File: src/afhp_pkg.sv
// shared types and constants for the audio frame header parser
package afhp_pkg;

  localparam int unsigned QUEUE_DEPTH = 2;

  localparam logic [2:0] ST_OK       = 3'd0;
  localparam logic [2:0] ST_SMALL    = 3'd1;
  localparam logic [2:0] ST_V2_SHORT = 3'd2;
  localparam logic [2:0] ST_V2_BAD   = 3'd3;
  localparam logic [2:0] ST_V2_SIZE  = 3'd4;
  localparam logic [2:0] ST_V3_TYPE  = 3'd5;
  localparam logic [2:0] ST_V3_SIZE  = 3'd6;

  localparam logic [1:0] PROTO_V2    = 2'd2;
  localparam logic [1:0] PROTO_RESET = 2'd3;

  localparam logic [15:0] V2_HDR_LEN = 16'd16;
  localparam logic [15:0] V3_HDR_LEN = 16'd4;
  localparam logic [15:0] V2_VERSION = 16'd2;

  typedef struct packed {
    logic [7:0]  data_byte;
    logic [15:0] frame_length;
  } in_item_t;

  typedef struct packed {
    logic [7:0] payload_byte;
    logic       payload_valid;
    logic       frame_type;
    logic       frame_done;
    logic [2:0] status;
  } out_item_t;

  // one classified byte on its way from the front to the back
  typedef struct packed {
    logic [7:0]  data_byte;
    logic [15:0] idx;
    logic [15:0] len;
    logic        first;
    logic        last;
    logic        fmt_long;
    logic [2:0]  short_code;
  } queue_entry_t;

endpackage

File: src/afhp_front.sv
// front end: accepts bytes, tracks frame position, classifies length
module afhp_front #(
  parameter int unsigned MAX_FRAME_BYTES = 65535
) (
  input  logic                   clk,
  input  logic                   rst,
  input  logic                   cfg_write_en,
  input  logic [1:0]             cfg_write_data,
  input  logic                   frame_valid,
  input  afhp_pkg::in_item_t     frame_data,
  input  logic                   push_ready,
  output logic                   push,
  output afhp_pkg::queue_entry_t entry
);
  import afhp_pkg::*;

  localparam logic [15:0] MAX_LEN = 16'(MAX_FRAME_BYTES);

  logic [1:0]  protocol_version;
  logic [15:0] idx;
  logic [15:0] idx_next;
  logic        fmt_long;
  logic        cur_fmt;
  logic [15:0] len_sat;
  logic        last;

  assign push = frame_valid && push_ready;

  always_comb begin
    if (frame_data.frame_length == 16'd0) begin
      len_sat = 16'd1;
    end else if (frame_data.frame_length > MAX_LEN) begin
      len_sat = MAX_LEN;
    end else begin
      len_sat = frame_data.frame_length;
    end
    // format is latched on the first byte of each frame
    cur_fmt  = (idx == 16'd0) ? (protocol_version == PROTO_V2) : fmt_long;
    last     = ({1'b0, idx} + 17'd1) >= {1'b0, len_sat};
    idx_next = last ? 16'd0 : idx + 16'd1;

    entry.data_byte = frame_data.data_byte;
    entry.idx       = idx;
    entry.len       = len_sat;
    entry.first     = (idx == 16'd0);
    entry.last      = last;
    entry.fmt_long  = cur_fmt;
    if (len_sat < V3_HDR_LEN) begin
      entry.short_code = ST_SMALL;
    end else if (cur_fmt && len_sat < V2_HDR_LEN) begin
      entry.short_code = ST_V2_SHORT;
    end else begin
      entry.short_code = ST_OK;
    end
  end

  always_ff @(posedge clk) begin
    if (rst) begin
      protocol_version <= PROTO_RESET;
      idx              <= 16'd0;
      fmt_long         <= 1'b0;
    end else begin
      if (cfg_write_en) begin
        protocol_version <= cfg_write_data;
      end
      if (push) begin
        idx      <= idx_next;
        fmt_long <= cur_fmt;
      end
    end
  end

endmodule

File: src/afhp_queue.sv
// short queue between the front and the back
module afhp_queue (
  input  logic                   clk,
  input  logic                   rst,
  input  logic                   push,
  input  afhp_pkg::queue_entry_t push_entry,
  output logic                   push_ready,
  input  logic                   pop,
  output logic                   pop_valid,
  output afhp_pkg::queue_entry_t pop_entry
);
  import afhp_pkg::*;

  localparam int unsigned PTR_W = (QUEUE_DEPTH > 1) ? $clog2(QUEUE_DEPTH) : 1;
  localparam int unsigned CNT_W = $clog2(QUEUE_DEPTH + 1);

  queue_entry_t     mem [QUEUE_DEPTH];
  logic [PTR_W-1:0] wr_ptr;
  logic [PTR_W-1:0] rd_ptr;
  logic [CNT_W-1:0] count;

  assign push_ready = (count != CNT_W'(QUEUE_DEPTH));
  assign pop_valid  = (count != '0);
  assign pop_entry  = mem[rd_ptr];

  always_ff @(posedge clk) begin
    if (push) begin
      mem[wr_ptr] <= push_entry;
    end
  end

  always_ff @(posedge clk) begin
    if (rst) begin
      wr_ptr <= '0;
      rd_ptr <= '0;
      count  <= '0;
    end else begin
      if (push) begin
        wr_ptr <= (wr_ptr == PTR_W'(QUEUE_DEPTH - 1)) ? '0 : wr_ptr + 1'b1;
      end
      if (pop) begin
        rd_ptr <= (rd_ptr == PTR_W'(QUEUE_DEPTH - 1)) ? '0 : rd_ptr + 1'b1;
      end
      if (push && !pop) begin
        count <= count + 1'b1;
      end else if (pop && !push) begin
        count <= count - 1'b1;
      end
    end
  end

endmodule

File: src/afhp_back.sv
// back end: header parsing, checks, payload pass-through and result register
module afhp_back (
  input  logic                   clk,
  input  logic                   rst,
  input  logic                   pop_valid,
  input  afhp_pkg::queue_entry_t pop_entry,
  output logic                   pop,
  output logic                   result_valid,
  input  logic                   result_ready,
  output afhp_pkg::out_item_t    result_data
);
  import afhp_pkg::*;

  logic [15:0] header_version;
  logic [15:0] header_type;
  logic [31:0] declared_size;
  logic [2:0]  error_code;

  logic [15:0] hv_base, ht_base;
  logic [31:0] ds_base;
  logic [2:0]  ec_base;
  logic [15:0] header_version_next;
  logic [15:0] header_type_next;
  logic [31:0] declared_size_next;
  logic [2:0]  error_code_next;
  logic [15:0] hdr_len;
  logic [15:0] rel_idx;
  logic        pv;
  logic        emit;
  logic [2:0]  status_next;
  out_item_t   result_next;

  always_comb begin
    hv_base = pop_entry.first ? 16'd0 : header_version;
    ht_base = pop_entry.first ? 16'd0 : header_type;
    ds_base = pop_entry.first ? 32'd0 : declared_size;
    ec_base = pop_entry.first ? ST_OK : error_code;

    header_version_next = hv_base;
    header_type_next    = ht_base;
    declared_size_next  = ds_base;
    error_code_next     = ec_base;

    if (pop_entry.fmt_long) begin
      hdr_len = V2_HDR_LEN;
      if (pop_entry.idx < 16'd2) begin
        header_version_next = {hv_base[7:0], pop_entry.data_byte};
      end else if (pop_entry.idx < 16'd4) begin
        header_type_next = {ht_base[7:0], pop_entry.data_byte};
      end else if (pop_entry.idx >= 16'd12 && pop_entry.idx < 16'd16) begin
        declared_size_next = {ds_base[23:0], pop_entry.data_byte};
      end
      if (pop_entry.idx == 16'd15) begin
        if (header_version_next != V2_VERSION || header_type_next > 16'd1) begin
          error_code_next = ST_V2_BAD;
        end else if (({1'b0, declared_size_next} + 33'd16) > {17'd0, pop_entry.len}) begin
          error_code_next = ST_V2_SIZE;
        end
      end
    end else begin
      hdr_len = V3_HDR_LEN;
      if (pop_entry.idx == 16'd0) begin
        header_type_next = {8'd0, pop_entry.data_byte};
      end else if (pop_entry.idx == 16'd2 || pop_entry.idx == 16'd3) begin
        declared_size_next = {16'd0, ds_base[7:0], pop_entry.data_byte};
      end
      if (pop_entry.idx == 16'd3) begin
        if (header_type_next > 16'd1) begin
          error_code_next = ST_V3_TYPE;
        end else if (({1'b0, declared_size_next} + 33'd4) > {17'd0, pop_entry.len}) begin
          error_code_next = ST_V3_SIZE;
        end
      end
    end

    rel_idx = pop_entry.idx - hdr_len;
    pv = (error_code_next == ST_OK) && (pop_entry.idx >= hdr_len)
         && ({16'd0, rel_idx} < declared_size_next);

    // short-frame codes win over header check results
    if (!pop_entry.last) begin
      status_next = ST_OK;
    end else if (pop_entry.short_code != ST_OK) begin
      status_next = pop_entry.short_code;
    end else begin
      status_next = error_code_next;
    end

    emit = pv || pop_entry.last;

    result_next.payload_byte  = pv ? pop_entry.data_byte : 8'd0;
    result_next.payload_valid = pv;
    result_next.frame_type    = (pv || (pop_entry.last && status_next == ST_OK))
                                ? header_type_next[0] : 1'b0;
    result_next.frame_done    = pop_entry.last;
    result_next.status        = status_next;

    // an item that yields nothing never waits on the result side
    pop = pop_valid && (!emit || !result_valid || result_ready);
  end

  always_ff @(posedge clk) begin
    if (rst) begin
      header_version <= 16'd0;
      header_type    <= 16'd0;
      declared_size  <= 32'd0;
      error_code     <= ST_OK;
      result_valid   <= 1'b0;
    end else begin
      if (pop) begin
        header_version <= header_version_next;
        header_type    <= header_type_next;
        declared_size  <= declared_size_next;
        error_code     <= error_code_next;
      end
      if (pop && emit) begin
        result_valid <= 1'b1;
      end else if (result_ready) begin
        result_valid <= 1'b0;
      end
    end
  end

  always_ff @(posedge clk) begin
    if (pop && emit) begin
      result_data <= result_next;
    end
  end

endmodule

File: src/audio_frame_header_parser_unit.sv
// top level of the audio frame header parser
// Takes one frame byte per clock with the frame length alongside and parses a
// sixteen-byte (format 2) or four-byte (format 3) header, chosen by the
// protocol register at the first byte of each frame. Payload bytes of valid
// frames come out one per clock, trailing bytes are dropped, and the last
// byte of every frame gives an item with frame_done and the status. A byte is
// accepted every clock while the result side keeps up; a byte that gives a
// result passes through the queue and is then written to the output
// register. The front end feeds a two-entry queue, and the back end drains
// it at one entry per clock into a single output register, so a stalled
// result holds the back end while the queue still takes up to two more
// bytes.
module audio_frame_header_parser_unit #(
  parameter int unsigned MAX_FRAME_BYTES = 65535
) (
  input  logic                clk,
  input  logic                rst,
  input  logic                cfg_write_en,
  input  logic [1:0]          cfg_write_data,
  input  logic                frame_valid,
  output logic                frame_ready,
  input  afhp_pkg::in_item_t  frame_data,
  output logic                result_valid,
  input  logic                result_ready,
  output afhp_pkg::out_item_t result_data
);
  import afhp_pkg::*;

  logic         push;
  logic         push_ready;
  queue_entry_t push_entry;
  logic         pop;
  logic         pop_valid;
  queue_entry_t pop_entry;

  assign frame_ready = push_ready;

  afhp_front #(
    .MAX_FRAME_BYTES(MAX_FRAME_BYTES)
  ) u_front (
    .clk           (clk),
    .rst           (rst),
    .cfg_write_en  (cfg_write_en),
    .cfg_write_data(cfg_write_data),
    .frame_valid   (frame_valid),
    .frame_data    (frame_data),
    .push_ready    (push_ready),
    .push          (push),
    .entry         (push_entry)
  );

  afhp_queue u_queue (
    .clk       (clk),
    .rst       (rst),
    .push      (push),
    .push_entry(push_entry),
    .push_ready(push_ready),
    .pop       (pop),
    .pop_valid (pop_valid),
    .pop_entry (pop_entry)
  );

  afhp_back u_back (
    .clk         (clk),
    .rst         (rst),
    .pop_valid   (pop_valid),
    .pop_entry   (pop_entry),
    .pop         (pop),
    .result_valid(result_valid),
    .result_ready(result_ready),
    .result_data (result_data)
  );

endmodule

File: config.mk
export PLATFORM = sky130hd
export DESIGN_NAME = audio_frame_header_parser_unit
export DESIGN_NICKNAME = d
export VERILOG_FILES = /design/src/afhp_pkg.sv /design/src/afhp_front.sv /design/src/afhp_queue.sv /design/src/afhp_back.sv /design/src/audio_frame_header_parser_unit.sv
export SDC_FILE = /design/constraint.sdc
export NUM_CORES = 1
export LEC_CHECK = 0
export BUFFER_PORTS_ARGS = -buffer_cell sky130_fd_sc_hd__buf_2
export CAP_MARGIN = 20
export CORE_MARGIN = 5
export CORE_UTILIZATION = 55
export DETAILED_ROUTE_END_ITERATION = 8
export PLACE_DENSITY_LB_ADDON = 0.1
export SKIP_CTS_REPAIR_TIMING = 1
export SYNTH_ARGS = -nofsm -noshare
export SYNTH_HDL_FRONTEND = slang
export SYNTH_SLANG_ARGS = --single-unit
File: constraint.sdc
create_clock -name clk -period 15.1 [get_ports clk]
set_clock_uncertainty 0.05 [all_clocks]
set_input_delay 2.265 -clock clk [delete_from_list [all_inputs] [get_ports clk]]
set_output_delay 2.265 -clock clk [all_outputs]
set_load 0.1 [all_outputs]
==> flow_metrics.py <==
metrics = {
    "floorplan": {
        "pin_count": 47,
        "dieArea_sq_um": 27500,
        "die_y_um": 166,
        "die_w_um": 166,
        "start_util": 0.555,
        "coreArea_sq_um": 24100,
        "row_count": 57,
    },
    "sta": {
        "rsz0062_at_grt": "false",
        "clock.fmax_ghz": 0.103,
        "finalCriticalPeriod_ns": 9.71,
        "finalMaxSlewViolations": 0,
        "worst_slew_pin_slew_ns": 1.16,
        "finalCritPeriodShare": 0.643,
        "fin_setup_tns_ns": 0,
        "hold_viol_final": 0,
        "setup_viol": 0,
        "slew_headroom": 0.222,
    },
    "clock_network": {
        "clock_sinks": 196,
        "clk_pin_slew_ns": 0.08,
        "cts_buffers": 17,
        "htree_levels": 4,
        "cts_root_buf": "clkbuf_16",
        "cts_tree": "yes",
        "insertion_delay_ns": 0.45,
        "clock_path_buffers": 2,
    },
    "status": {
        "outcome": "completed",
    },
    "power_and_ir_drop": {
        "pwr-share-clk": 0.224,
        "p_total_uw": 2150,
        "switching_share": 0.459,
        "combinationalPowerShare": 0.444,
        "power.leakage_uw": 0.00537,
        "p_sw_uw": 986,
        "p_seq_frac": 0.332,
        "peakVddDrop_uv": 130,
        "p_int_uw": 1160,
        "power_density_nw_per_um2": 149,
    },
    "synth": {
        "yosys-top-cells-area": "edfxtp_1 23%, dfxtp_1 14%, ha_1 6.6%",
        "ys_warn_count": 0,
        "yosys.area.top_type": "edfxtp_1",
        "syn_nets": 1593,
        "postSynthAreaPerCell_sq_um": 8.97,
        "syn_inst": 1491,
        "ys_seq_area_frac": 0.371,
        "yosysUniqueCellTypes": 90,
        "async_reset_ff_frac": 0,
        "synth_top_area_share": 0.233,
        "ys.flop_type": "edfxtp_1",
        "synth_area_sq_um": 13400,
        "synth_edf_count": 104,
        "synth-seq-cells": 196,
    },
    "setup_path": {
        "cp.arrival_ns": 10.03,
        "worst_setup_path_start_kind": "register",
        "slowest_delay_ns": 0.65,
        "rrSetupSlack_ns": 5.39,
        "required_ns": 15.42,
        "path_max_fanout": 57,
        "worst-path-buf-inv": 3,
        "end_kind": "register",
        "worst_path_most_repeated_cell": "a21oi_1",
        "crit_family": "compound AO/OA/AOI/OAI gates",
        "worst_path_max_delay_cell": "buf_4",
        "reg2reg_depth": 31,
        "crit_type": "register to register",
        "cp.depth": 31,
    },
    "grt": {
        "grt_start_max_net_pins": 68,
        "overflow": 0,
        "grt_pass1_vias": 11300,
        "grt_use_total": 0.299,
        "grt_pass1_wl_um": 65900,
        "antenna_found_initial": 0,
    },
    "detailed_routing": {
        "via_per_inst": 6.66,
        "avgRoutedWirePerCell_um": 23.4,
        "num_vias": 12000,
        "ant_nets": 0,
        "drt-total-wl_um": 42400,
        "drc_errors": 0,
        "drtIter0Drc": 1380,
        "drt_first_pass_iters": 6,
    },
    "final_layout": {
        "antenna_cells": 0,
        "nets": 1575,
        "final_layout_size_suffix_gt1_frac": 0.118,
        "syn_to_final_growth_pct": 8.05,
        "fill_cells": 2166,
        "multi_input_area_sq_um": 7820,
        "seq_area_sq_um": 4970,
    },
    "job": {
        "maxCapViolations": 0,
    },
    "placed_design": {
        "port_buffers": 46,
        "gp_congestion": 0.970,
        "place_hpwl_um": 30700,
    },
    "worst_hold_path": {
        "hold_path_depth": 2,
        "min_path_type": "register to register",
    },
}
## kinds of logic after synthesis
logic type	Yosys count	synth area share
and+or+nand+nor	554	0.217
muxes	79	0.0609
buffers and inverters	157	0.0483
adders and majority gates	71	0.0664
AOI/OAI and AO/OA	365	0.191
DFF	196	0.371
xor gates and xnor gates	69	0.0452
## synthesized netlist by cell type (5+ instances only)
cell       count
a2111oi_0      8
a211o_1        5
a211oi_1      13
a211oi_2       5
a21o_1        14
a21oi_1       91
a22o_1        28
a22oi_1        7
a31oi_1        9
a32o_1        14
and2_1         8
and3_1        26
and4_1         7
buf_1         17
buf_2          9
buf_6          5
clkbuf_1      82
dfxtp_1       92
edfxtp_1     104
ha_1          71
inv_1         37
mux2_2        15
mux2i_1       62
nand2_1      118
nand2b_1       7
nand3_1       60
nand3b_1      11
nand4_1       53
nor2_1       116
nor2b_1       13
nor3_1        62
nor3_2         5
nor3b_1       10
nor4_1        23
o211ai_1      12
o21a_1        12
o21ai_0       75
o22a_1         5
o31ai_1       14
o32ai_1        7
or3_1         10
xnor2_1       39
xor2_1        30
## worst min-delay path: cells and delay by family (launching register included)
family             cells  cell delay [ns]
DFF                    1             0.32
AOI/OAI and AO/OA      1             0.05
and+or+nand+nor        1             0.06
## state kept, by name, summed over array words and instances (netlist names), named ones only
| register | flops |
|---|---|
| u_queue.count | 2 |
| u_back.result_data | 14 |
| u_back.header_version | 16 |
| u_front.fmt_long | 1 |
| u_back.header_type | 16 |
| u_back.error_code | 3 |
| u_queue.rd_ptr | 1 |
| u_front.protocol_version | 2 |
| u_back.declared_size | 32 |
| u_back.result_valid | 1 |
| u_front.idx | 16 |
| u_queue.mem | 90 |
| u_queue.wr_ptr | 1 |
## cell usage in the layout (no fill, tap or decap), types with 10 or more instances in the layout
cell type  count
a211oi_1      13
a21o_1        14
a21oi_1       91
a22o_1        28
a32o_1        14
and3_1        25
buf_2         46
buf_4         31
clkbuf_16     19
dfxtp_1       91
edfxtp_1     104
ha_1          71
inv_1         37
mux2_2        15
mux2i_1       61
nand2_1      118
nand3_1       60
nand3b_1      11
nand4_1       53
nor2_1       115
nor2b_1       13
nor3_1        60
nor3b_1       10
nor4_1        22
o211ai_1      12
o21a_1        12
o21ai_0       74
o31ai_1       14
xnor2_1       39
xor2_1        30
## power by group through the flow
stage	sequential, uW	clock (uW)	combinational, uW
floorplan	811	0	609
global placement	722	0	919
detailed placement	723	0	934
CTS	711	485	939
global route	720	506	1030
finish	713	481	953
## final timing paths
check	end	from
hold reg to reg	u_back.error_code[0]$_SDFFE_PP0P_	u_back.error_code[0]$_SDFFE_PP0P_
hold / removal	u_back.error_code[0]$_SDFFE_PP0P_	u_back.error_code[0]$_SDFFE_PP0P_
setup reg to reg	u_queue.count[1]$_SDFFE_PP0P_	register
setup / recovery	u_queue.count[1]$_SDFFE_PP0P_	register
## area by class of cell
class | instances | area share
tap | 324 | 0.0281
inverter | 42 | 0.0109
clock buffer | 19 | 0.0329
timing repair buffer | 78 | 0.0334
clock inverter | 13 | 0.0100
sequential | 196 | 0.344
multi-input combinational | 1138 | 0.541
## per-layer routing
layer  wire length, um  part of all wire  track usage
met1             17400              0.41        0.390
met2             19600              0.46        0.486
met3              3180             0.075       0.0538
met4              2270             0.053        0.140
met5                 0                 0            0
## per-stage QoR
stage / hold WS, ns / util / instance area, sq um / std cells / setup slack, ns
floorplan: 0.374 / - / 13400 / 1491 / 6.82
global placement: 0.404 / 0.573 / 13800 / 1776 / 5.96
detailed placement: 0.408 / 0.573 / 13800 / 1777 / 5.60
CTS: 0.419 / 0.599 / 14400 / 1809 / 5.55
global route: 0.435 / 0.600 / 14500 / 1810 / 4.51
finish: 0.419 / 0.600 / 14500 / 1810 / 5.39
(Power assumes the default switching activity.)
